<file path="src/hw/rtl/stpramp_pkg.sv">
// Package of the stepper ramp generator: widths, codes and beat types.
package stpramp_pkg;

  // Step counter width and fraction bits of the speed format.
  localparam int STEP_COUNT_BITS = 24;
  localparam int SPEED_FRAC_BITS = 24;

  // Derived widths: speed is Q2.F, phase accumulator Q3.F, increment Q0.F.
  localparam int SPEED_BITS    = SPEED_FRAC_BITS + 2;
  localparam int ACCUM_BITS    = SPEED_FRAC_BITS + 3;
  localparam int INC_BITS      = SPEED_FRAC_BITS;
  localparam int WHOLE_BITS    = ACCUM_BITS - SPEED_FRAC_BITS;
  localparam int CFG_DATA_BITS = (SPEED_BITS > STEP_COUNT_BITS) ? SPEED_BITS
                                                                : STEP_COUNT_BITS;
  localparam int CFG_IDX_BITS  = 2;

  // Item kinds on the input channel.
  typedef enum logic {
    CMD_TICK  = 1'b0,
    CMD_START = 1'b1
  } cmd_t;

  // Configuration register indexes.
  typedef enum logic [CFG_IDX_BITS-1:0] {
    REG_SPEED_MIN = 2'd0,
    REG_SPEED_MAX = 2'd1,
    REG_SPEED_INC = 2'd2,
    REG_RAMP_LEN  = 2'd3
  } reg_idx_t;

  // Input beat.
  typedef struct packed {
    cmd_t                       command;
    logic [STEP_COUNT_BITS-1:0] move_steps;
    logic                       clockwise;
  } in_item_t;

  // Result beat.
  typedef struct packed {
    logic [2:0] steps_issued;
    logic       step_line;
    logic       direction_line;
    logic       moving;
    logic       move_finished;
  } out_item_t;

endpackage

</file>
<file path="src/hw/rtl/stepper_trapezoid_ramp.sv">
// Trapezoidal step-pulse generator for one stepper motor (top level).
//
// Input channel (in_valid, in_stall, in_item) carries two kinds of beat: a tick,
// which advances the speed ramp and the phase accumulator by one scheduler
// period, and a start, which loads a new move of move_steps steps. A start with
// zero steps leaves the move untouched. Every input beat produces exactly one
// result beat on the output channel (out_valid, out_stall, out_item) with the
// steps issued, the step and direction line levels, busy and a done pulse.
// The whole update for a beat is combinational logic between the motion state
// registers and the result register; out_valid rises in the cycle after
// acceptance, and a new beat is accepted every cycle unless in_stall is high.
// When the receiver stalls, the result register holds its beat and in_stall
// rises for as long as that full register is stalled; no beat is lost.
// Configuration writes (cfg_wr_en, cfg_index, cfg_wdata) take effect at the
// next clock edge and are expected only while the block is idle.
// Synchronous reset clears the configuration, the motion state and out_valid:
// the step level is low and the block is idle; the result beat is not cleared.
module stepper_trapezoid_ramp (
  input  logic                                 clk,
  input  logic                                 rst_n,
  input  logic                                 in_valid,
  output logic                                 in_stall,
  input  stpramp_pkg::in_item_t                in_item,
  output logic                                 out_valid,
  input  logic                                 out_stall,
  output stpramp_pkg::out_item_t               out_item,
  input  logic                                 cfg_wr_en,
  input  logic [stpramp_pkg::CFG_IDX_BITS-1:0] cfg_index,
  input  logic [stpramp_pkg::CFG_DATA_BITS-1:0] cfg_wdata
);

  localparam int N  = stpramp_pkg::STEP_COUNT_BITS;
  localparam int F  = stpramp_pkg::SPEED_FRAC_BITS;
  localparam int SW = stpramp_pkg::SPEED_BITS;
  localparam int AW = stpramp_pkg::ACCUM_BITS;
  localparam int IW = stpramp_pkg::INC_BITS;
  localparam int WW = stpramp_pkg::WHOLE_BITS;

  // Configuration registers.
  logic [SW-1:0] speed_min_r, speed_max_r;
  logic [IW-1:0] speed_inc_r;
  logic [N-1:0]  ramp_len_r;

  // Motion state and its next values. With a one-tick pulse the pulse timer
  // always equals the step line level, so step_level_r serves as both.
  logic [SW-1:0] speed_now_r, speed_now_nxt;
  logic [AW-1:0] phase_r, phase_nxt;
  logic [N-1:0]  done_r, done_nxt;
  logic [N-1:0]  total_r, total_nxt;
  logic [N-1:0]  accel_end_r, accel_end_nxt;
  logic [N-1:0]  decel_begin_r, decel_begin_nxt;
  logic          step_level_r, step_level_nxt;
  logic          dir_level_r, dir_level_nxt;
  logic          busy_r, busy_nxt;

  // Result register.
  logic                   out_valid_r;
  stpramp_pkg::out_item_t out_item_r, out_item_nxt;

  logic accept;

  // An input beat waits only while the result register is full and stalled.
  assign in_stall  = out_valid_r & out_stall;
  assign accept    = in_valid & ~in_stall;
  assign out_valid = out_valid_r;
  assign out_item  = out_item_r;

  // Speed ramp, phase accumulation and step issue for one beat.
  always_comb begin
    logic [SW:0]   sum_inc;
    logic [SW-1:0] speed_ramp;
    logic [SW-1:0] speed_gap;
    logic [AW-1:0] acc_sum;
    logic [WW-1:0] whole;
    logic [N-1:0]  remaining;
    logic [WW-1:0] take;
    logic [WW-1:0] issued;
    logic [N-1:0]  ramp;
    logic [N:0]    ramp_twice;
    logic          finished;

    speed_now_nxt   = speed_now_r;
    phase_nxt       = phase_r;
    done_nxt        = done_r;
    total_nxt       = total_r;
    accel_end_nxt   = accel_end_r;
    decel_begin_nxt = decel_begin_r;
    step_level_nxt  = step_level_r;
    dir_level_nxt   = dir_level_r;
    busy_nxt        = busy_r;
    issued          = '0;
    finished        = 1'b0;

    // Ramp: accelerate inside the ramp, decelerate from the decel point on.
    sum_inc   = {1'b0, speed_now_r} + {{(SW + 1 - IW){1'b0}}, speed_inc_r};
    speed_gap = speed_now_r - speed_min_r;
    if (done_r < accel_end_r) begin
      speed_ramp = (sum_inc > {1'b0, speed_max_r}) ? speed_max_r : sum_inc[SW-1:0];
    end else if ((done_r >= decel_begin_r) && (speed_now_r > speed_min_r)) begin
      if (speed_gap <= {{(SW - IW){1'b0}}, speed_inc_r}) begin
        speed_ramp = speed_min_r;
      end else begin
        speed_ramp = speed_now_r - {{(SW - IW){1'b0}}, speed_inc_r};
      end
    end else begin
      speed_ramp = speed_now_r;
    end

    // Accumulate phase and take whole steps, no more than those remaining.
    acc_sum   = phase_r + {{(AW - SW){1'b0}}, speed_ramp};
    whole     = acc_sum[AW-1:F];
    remaining = (total_r > done_r) ? (total_r - done_r) : '0;
    if ({{(N - WW){1'b0}}, whole} < remaining) begin
      take = whole;
    end else begin
      take = remaining[WW-1:0];
    end

    // Clamp the ramp to half of the move for a start beat.
    ramp       = ramp_len_r;
    ramp_twice = {ramp_len_r, 1'b0};
    if (ramp_twice >= {1'b0, in_item.move_steps}) begin
      ramp = in_item.move_steps >> 1;
    end

    unique case (in_item.command)
      stpramp_pkg::CMD_START: begin
        if (in_item.move_steps != '0) begin
          dir_level_nxt   = in_item.clockwise;
          total_nxt       = in_item.move_steps;
          done_nxt        = '0;
          speed_now_nxt   = speed_min_r;
          phase_nxt       = '0;
          step_level_nxt  = 1'b0;
          accel_end_nxt   = ramp;
          decel_begin_nxt = in_item.move_steps - ramp;
          busy_nxt        = 1'b1;
        end
      end
      stpramp_pkg::CMD_TICK: begin
        // A pulse high since the last tick ends now.
        step_level_nxt = 1'b0;
        if (busy_r) begin
          issued        = take;
          speed_now_nxt = speed_ramp;
          phase_nxt     = {acc_sum[AW-1:F] - issued, acc_sum[F-1:0]};
          done_nxt      = done_r + {{(N - WW){1'b0}}, issued};
          if (issued != '0) begin
            step_level_nxt = 1'b1;
          end
          if (done_nxt >= total_r) begin
            busy_nxt = 1'b0;
            finished = 1'b1;
          end
        end
      end
      default: begin
      end
    endcase

    out_item_nxt.steps_issued   = issued;
    out_item_nxt.step_line      = step_level_nxt;
    out_item_nxt.direction_line = dir_level_nxt;
    out_item_nxt.moving         = busy_nxt;
    out_item_nxt.move_finished  = finished;
  end

  // Configuration register writes.
  always_ff @(posedge clk) begin
    if (!rst_n) begin
      speed_min_r <= '0;
      speed_max_r <= '0;
      speed_inc_r <= '0;
      ramp_len_r  <= '0;
    end else if (cfg_wr_en) begin
      unique case (stpramp_pkg::reg_idx_t'(cfg_index))
        stpramp_pkg::REG_SPEED_MIN: speed_min_r <= cfg_wdata[SW-1:0];
        stpramp_pkg::REG_SPEED_MAX: speed_max_r <= cfg_wdata[SW-1:0];
        stpramp_pkg::REG_SPEED_INC: speed_inc_r <= cfg_wdata[IW-1:0];
        stpramp_pkg::REG_RAMP_LEN:  ramp_len_r  <= cfg_wdata[N-1:0];
        default: begin
        end
      endcase
    end
  end

  // Motion state advances on each accepted beat.
  always_ff @(posedge clk) begin
    if (!rst_n) begin
      speed_now_r   <= '0;
      phase_r       <= '0;
      done_r        <= '0;
      total_r       <= '0;
      accel_end_r   <= '0;
      decel_begin_r <= '0;
      step_level_r  <= 1'b0;
      dir_level_r   <= 1'b0;
      busy_r        <= 1'b0;
    end else if (accept) begin
      speed_now_r   <= speed_now_nxt;
      phase_r       <= phase_nxt;
      done_r        <= done_nxt;
      total_r       <= total_nxt;
      accel_end_r   <= accel_end_nxt;
      decel_begin_r <= decel_begin_nxt;
      step_level_r  <= step_level_nxt;
      dir_level_r   <= dir_level_nxt;
      busy_r        <= busy_nxt;
    end
  end

  // Result register: loads on acceptance, empties when the beat is taken.
  always_ff @(posedge clk) begin
    if (!rst_n) begin
      out_valid_r <= 1'b0;
    end else if (accept) begin
      out_valid_r <= 1'b1;
    end else if (!out_stall) begin
      out_valid_r <= 1'b0;
    end
  end

  always_ff @(posedge clk) begin
    if (accept) begin
      out_item_r <= out_item_nxt;
    end
  end

endmodule

</file>
<file path="config.mk">
export PLATFORM = sky130hd
export DESIGN_NAME = stepper_trapezoid_ramp
export DESIGN_NICKNAME = d
export VERILOG_FILES = /design/src/hw/rtl/stpramp_pkg.sv /design/src/hw/rtl/stepper_trapezoid_ramp.sv
export SDC_FILE = /design/constraint.sdc
export NUM_CORES = 1
export LEC_CHECK = 0
export ABC_AREA = 1
export BUFFER_PORTS_ARGS = -buffer_cell sky130_fd_sc_hd__buf_4
export CAP_MARGIN = 20
export CELL_PAD_IN_SITES_DETAIL_PLACEMENT = 1
export CELL_PAD_IN_SITES_GLOBAL_PLACEMENT = 1
export CORE_UTILIZATION = 50
export DETAILED_ROUTE_END_ITERATION = 8
export PLACE_DENSITY = 0.87
export REMOVE_ABC_BUFFERS = 1
export SLEW_MARGIN = 15
export SYNTH_ARGS = -nofsm -noshare
export SYNTH_HDL_FRONTEND = slang
export SYNTH_SLANG_ARGS = --single-unit
</file>
<file path="constraint.sdc">
create_clock -name clk -period 27.7 [get_ports clk]
set_input_delay 2.77 -clock clk [delete_from_list [all_inputs] [get_ports clk]]
set_output_delay 2.77 -clock clk [all_outputs]
set_load 0.005 [all_outputs]
</file>
==> flow_summary_export.csv, run 1 <==
group,metric,value,unit
grt,track_usage,0.3860,
timing,drv_slew,0,
die,io_pins,68,
drt,routedWlPerCell,22.15,um
drt,drt_iter0_drc,1784,
clock_tree,cts_root_buffer,"clkbuf_16",
timing,worst_pin_slew,1.087,ns
logic_synthesis,synth_seq_cells,260,
clock_tree,h-tree-depth,2,
die,rows,78,
layout,seq_area,0.005275,mm^2
logic_synthesis,synth_top_cell_by_area,"dfxtp_1",
clock_tree,cts_tree,"built",
die,start_util,0.5074,
logic_synthesis,yosys_warnings,0,
layout,area_delta_synth_final,8.442,%
job,maxCapViolations,0,
layout,layout_common_cells,"nand2_1, inv_1, a21oi_1",
grt,grt_max_degree,84,
grt,antenna_found_initial,2,
timing,final-hold-violation-count,0,
timing,layout_worst_path_cycle_share,0.4852,
logic_synthesis,synth_area,0.02308,mm^2
critical_path,path_class,"reg -> reg",
placed_design,io_buffers,67,
logic_synthesis,async_reset_ff_frac,0,
layout,layout_commonest_cell,"nand2_1",
clock_tree,cts_hold_buf,0,
drt,first_pass_iters,5,
die,core,0.04548,mm^2
layout,drive_gt1_frac,0.05282,
min_path,hold_class,"reg -> reg",
critical_path,critPathMostFrequentCell,"nand2_1",
logic_synthesis,synth_top_area_share,0.2195,
critical_path,worstPathRequired,28.08,ns
critical_path,slowest_stage,"nand2_1",
layout,final_core_util,0.5503,
die,die_w,216.8,um
critical_path,worst-path-max-fanout,27,
pwr,pwr_density_cell,56.81,mW/mm^2
logic_synthesis,ys.flop_type,"dfxtp_1",
layout,diodes,0,
outcome,status,"complete, no violations",
placed_design,dpl.hpwl,71.45,mm
clock_tree,clk_latency,0.56,ns
placed_design,globalplace.congestion,0.9772,
clock_tree,post-cts-setup-buffers,0,
layout,nets,3903,
logic_synthesis,synth_edf_count,7,
timing,rsz0062_at_grt,"false",
critical_path,worstPathArrival,13.82,ns
drt,wl,92.13,mm
timing,relSlewSlack,0.2712,
timing,setup-tns-final,0,ns
logic_synthesis,seq_area_frac_synth,0.2286,
clock_tree,clk_path_buf_depth,3,
grt,gr-total-overflow,0,
timing,period_minus_slack,13.44,ns
layout,multi_input_area,0.01527,mm^2
clock_tree,cts.sinks,260,
grt,grt_pass1_wl,142.5,mm
die,die_area,0.04702,mm^2
grt,grt_pass1_vias,26620,
timing,setup_viol,0,
logic_synthesis,synth.distinct_cells,58,
layout,fill_cells,6210,
timing,fmax,0.07441,GHz
critical_path,slowest_delay,0.59,ns
logic_synthesis,synth.avg_cell_area,6.513,um^2
logic_synthesis,synthTopCellsByArea,"dfxtp_1, ha_1, nand2_1",
logic_synthesis,synthCells,3543,
drt,vias_per_cell,5.981,
drt,via_count,24870,
critical_path,end_kind,"flip-flop",
timing,finClkSkew,0.01759,ns
pwr,power_leakage,12.24,nW
drt,ant_nets,0,
clock_tree,postCtsResizedCells,0,
clock_tree,numCtsBuffers,34,
clock_tree,path_clk_slew,0.05,ns
drt,drc_errors,0,
pwr,vdd_drop_max,0.05727,mV
die,die-height,216.8,um
critical_path,startpoint_type,"flip-flop",
layout make-up:
type | instances | share of cell area
multi-input cells | 2610 | 0.6103
flip-flops and latches | 260 | 0.2108
well taps | 600 | 0.03000
inverters | 548 | 0.08240
clock buffers | 47 | 0.03840
repair buffers | 83 | 0.02480
clock inverters | 11 | 0.003300
sequential cells by signal, indices dropped and copies added (netlist names):
signal and cells:
accel_end_r 24, phase_r 27, busy_r 1, ramp_len_r 24, speed_inc_r 24, out_valid 1
speed_min_r 26, out_item 7, speed_now_r 26, dir_level_r 1, speed_max_r 26, done_r 24
decel_begin_r 24, step_level_r 1, total_r 24
synth_stat cells (8+ instances only):
master and count:
a21o_1 12, o21ai_0 284, a211oi_1 11, clkbuf_1 100, inv_2 8, fa_1 8, or2_2 9, dfxtp_1 253
nand2_1 756, a31oi_1 16, o221ai_1 9, nand3_1 194, nor4_1 16, buf_2 15, nor3_1 30, nand4_1 44
o211ai_1 15, xnor2_1 37, xor2_1 85, inv_1 536, o21bai_1 13, a21oi_1 526, nor2_1 167, ha_1 299
path summary, 6_finish.rpt:
path / start / cells past startpoint / endpoint / slack [ns]
max reg2reg: speed_inc_r[2] / 69 / busy_r / 14.26
min reg2reg: phase_r[15] / 2 / phase_r[15] / 0.47
min: phase_r[15] / 2 / phase_r[15] / 0.47
max: speed_inc_r[2] / 69 / busy_r / 14.26
kinds of logic after synthesis:
logic type	count (synthesis)	share of synthesized area
simple gates	1253	0.2307
compound gates	927	0.2135
xor+xnor	122	0.04630
fa+ha+maj	307	0.1691
buf+inv	673	0.1114
flops	260	0.2286
mux	1	0.0004879
report_power, final:
part,switching [mW],internal [mW]
clock,0.184,0.243
sequential,0.0152,0.396
combinational,0.397,0.187
total,0.596,0.826
layer usage:
metal	track usage	part of all wire
met1	0.4157	0.38
met2	0.6991	0.50
met3	0.04486	0.048
met4	0.2775	0.072
met5	0	0.00011
per-stage QoR:
stage / std cells / area (um^2) / total power, mW / hold slack [ns] / setup WS [ns]
after floorplan: 3418 / 22570 / 0.7929 / 0.4279 / 17.95
after global placement: 4100 / 23980 / 0.9566 / 0.4544 / 14.93
after detailed placement: 4100 / 23980 / 0.9841 / 0.4634 / 14.43
after CTS: 4158 / 25020 / 1.413 / 0.4722 / 14.38
after global routing: 4159 / 25030 / 1.493 / 0.4905 / 13.23
final: 4159 / 25030 / 1.422 / 0.4691 / 14.26
worst max-delay path, delay by kind of cell (launching register included):
| kind | cells | cell delay, ns |
|---|---|---|
| buffers and inverters | 11 | 1.35 |
| xor gates and xnor gates | 3 | 0.79 |
| AOI/OAI and AO/OA | 12 | 2.82 |
| adders and majority gates | 7 | 2.17 |
| and+or+nand+nor | 36 | 5.81 |
| DFF | 1 | 0.34 |
Note: power is estimated with default switching activity, not from simulation.
==> run 2: changes to the inputs <==
--- a/config.mk
+++ b/config.mk
@@ -10,9 +10,9 @@
 export CAP_MARGIN = 20
 export CELL_PAD_IN_SITES_DETAIL_PLACEMENT = 1
 export CELL_PAD_IN_SITES_GLOBAL_PLACEMENT = 1
-export CORE_UTILIZATION = 50
+export CORE_UTILIZATION = 42
 export DETAILED_ROUTE_END_ITERATION = 8
-export PLACE_DENSITY = 0.87
+export PLACE_DENSITY = 0.77
 export REMOVE_ABC_BUFFERS = 1
 export SLEW_MARGIN = 15
 export SYNTH_ARGS = -nofsm -noshare
==> constraint.sdc (replaced) <==
create_clock -name clk -period 10.88 [get_ports clk]
set_input_delay 1.088 -clock clk [delete_from_list [all_inputs] [get_ports clk]]
set_output_delay 1.088 -clock clk [all_outputs]
set_load 0.005 [all_outputs]
==> run 2 against run 1 <==
  * Largest cell class unchanged
  * Utilization down 6.6 points
  * Maximum frequency up 30%
  * Non-clock buffer count up 76
  * Largest power group unchanged
==> flow_summary_export.csv, run 2 (synthesis gave the netlist of run 1 again) <==
group,metric,value,unit
outcome,status,"complete, no violations",
layout,layout_commonest_cell,"nand2_1",
placed_design,place_area,0.02455,mm^2
layout,top_register,"phase_r",
grt,track_usage,0.3135,
clock_tree,cts_tree,"built",
placed_design,globalplace.congestion,1.010,
timing,worst_pin_slew,1.268,ns
critical_path,critPathMostFrequentCell,"nand2_1",
clock_tree,clk_latency,0.55,ns
timing,finClkSkew,0.01485,ns
critical_path,rrSetupSlack,0.58,ns
critical_path,end_kind,"flip-flop",
layout,area_delta_synth_final,13.44,%
timing,fmax,0.09707,GHz
critical_path,slowest_stage,"fa_2",
timing,drv_slew,0,
timing,period_minus_slack,10.30,ns
grt,grt_pass1_vias,25930,
min_path,min_from,"phase_r[12]",
layout,layout_common_cells,"nand2_1, inv_1, a21oi_1",
die,die_w,236.4,um
layout,drive_gt1_frac,0.09298,
drt,drc_errors,0,
critical_path,worstPathRequired,11.28,ns
die,core,0.05403,mm^2
timing,relSlewSlack,0.1471,
grt,grt_util_met2,0.5782,
grt,grt_pass1_wl,138.7,mm
layout,fin_area,0.02618,mm^2
layout,final_core_util,0.4845,
die,rows,85,
die,io_pins,68,
clock_tree,cts_hold_buf,0,
layout,largest_reg_flops,27,
clock_tree,numCtsBuffers,34,
grt,top_usage_layer,"met2",
clock_tree,path_clk_slew,0.06,ns
critical_path,r2r_start,"speed_inc_r[0]",
grt,grt_util_met1,0.3521,
timing,layout_worst_path_cycle_share,0.9469,
critical_path,rr_worst_depth,68,
grt,grt_max_degree,94,
die,die-height,236.4,um
min_path,holdPathEnd,"phase_r[12]",
clock_tree,h-tree-depth,2,
critical_path,startpoint_type,"flip-flop",
timing,final-hold-violation-count,0,
placed_design,dpl.hpwl,71.54,mm
timing,setup_viol,0,
drt,via_count,24430,
drt,ant_nets,0,
die,die_area,0.05589,mm^2
min_path,hold_class,"reg -> reg",
critical_path,slowest_delay,0.36,ns
layout,diodes,0,
min_path,holdPathStages,2,
layout,nets,3979,
timing,holdWs,0.4723,ns
clock_tree,cts_root_buffer,"clkbuf_16",
placed_design,io_buffers,67,
grt,gr-total-overflow,0,
drt,vias_per_cell,5.642,
pwr,vdd_drop_max,0.08951,mV
drt,drt_iter0_drc,1154,
timing,setup-tns-final,0,ns
critical_path,path_class,"reg -> reg",
critical_path,worstPathArrival,10.70,ns
drt,wl,89.16,mm
pwr,fin_total_pwr,3.717,mW
drt,routedWlPerCell,20.59,um
grt,met3_usage,0.03136,
clock_tree,clk_path_buf_depth,3,
pwr,pwr_density_cell,142.0,mW/mm^2
drt,first_pass_iters,8,
pwr,power_leakage,12.68,nW
grt,antenna_found_initial,3,
die,start_util,0.4271,
critical_path,worst-path-max-fanout,8,
clock_tree,cts.sinks,260,
critical_path,rr_endpoint,"busy_r",
job,maxCapViolations,0,
[run 2: cell count changes in the layout (fill, tap and decap cells not counted), sizes merged]
cell / delta
buf: +76
clkinv: -5
bufinv: +2
clkbuf: +2
inv: +2
clkinvlp: -1
[run 2: how the worst max path moves through the flow]
| stage | startpoint | to | slack, ns | depth (start not counted) |
|---|---|---|---|---|
| 6_report | speed_inc_r[0] | busy_r | 0.58 | 68 |
| 4_1_cts | speed_inc_r[0] | busy_r | 0.01 | 76 |
| 3_5_place_dp | speed_inc_r[0] | busy_r | -0.49 | 67 |
| 3_3_place_gp | speed_inc_r[0] | busy_r | 0.03 | 71 |
| 2_1_floorplan | speed_inc_r[0] | busy_r | 1.13 | 71 |
| 5_1_grt | speed_inc_r[11] | busy_r | -0.1 | 73 |
[run 2: per-layer routing]
metal / vias up / routed length (um)
met3: 199 / 2869
met1: 11880 / 36250
met5: - / 14
met2: 492 / 45000
met4: 2 / 5016
li1: 11870 / -
[run 2: stage by stage]
| stage | setup slack [ns] | instances |
|---|---|---|
| after floorplan | 1.135 | 3418 |
| final | 0.5783 | 4331 |
| after CTS | 0.01339 | 4313 |
| after global routing | -0.09860 | 4331 |
| after detailed placement | -0.4908 | 4254 |
| after global placement | 0.02996 | 4254 |
[run 2: critical path: cells and delay by family (launching register included)]
family | cells | cell delay [ns]
adders and majority gates | 8 | 2.21
AOI/OAI and AO/OA | 13 | 2.04
and+or+nand+nor | 32 | 3.58
buffers and inverters | 12 | 1.37
xor gates and xnor gates | 3 | 0.55
DFF | 1 | 0.35
[run 2: cell type report]
| cell class | instances | area (um^2) |
|---|---|---|
| fill | 7125 | 27850 |
| tap | 696 | 870.8 |
| timing repair buffer | 159 | 1232 |
| sequential | 260 | 5279 |
| clock inverter | 9 | 101.3 |
| clock buffer | 49 | 968.4 |
| inverter | 548 | 2063 |
| multi-input combinational | 2610 | 15660 |
[run 2: timing repair]
item,4_1_cts,5_1_grt
resized for setup,9,90
endpoints found under the setup margin,3,3
pin swaps,1,29
gates cloned,0,0
buffers inserted,1,18
[run 2: report_power, final]
part	leakage, nW	total (mW)	internal (mW)	switching (mW)
logic	10.0	1.56	0.542	1.02
clock network	0.524	1.12	0.665	0.453
registers	2.14	1.04	1.01	0.0340
total	12.7	3.72	2.21	1.50
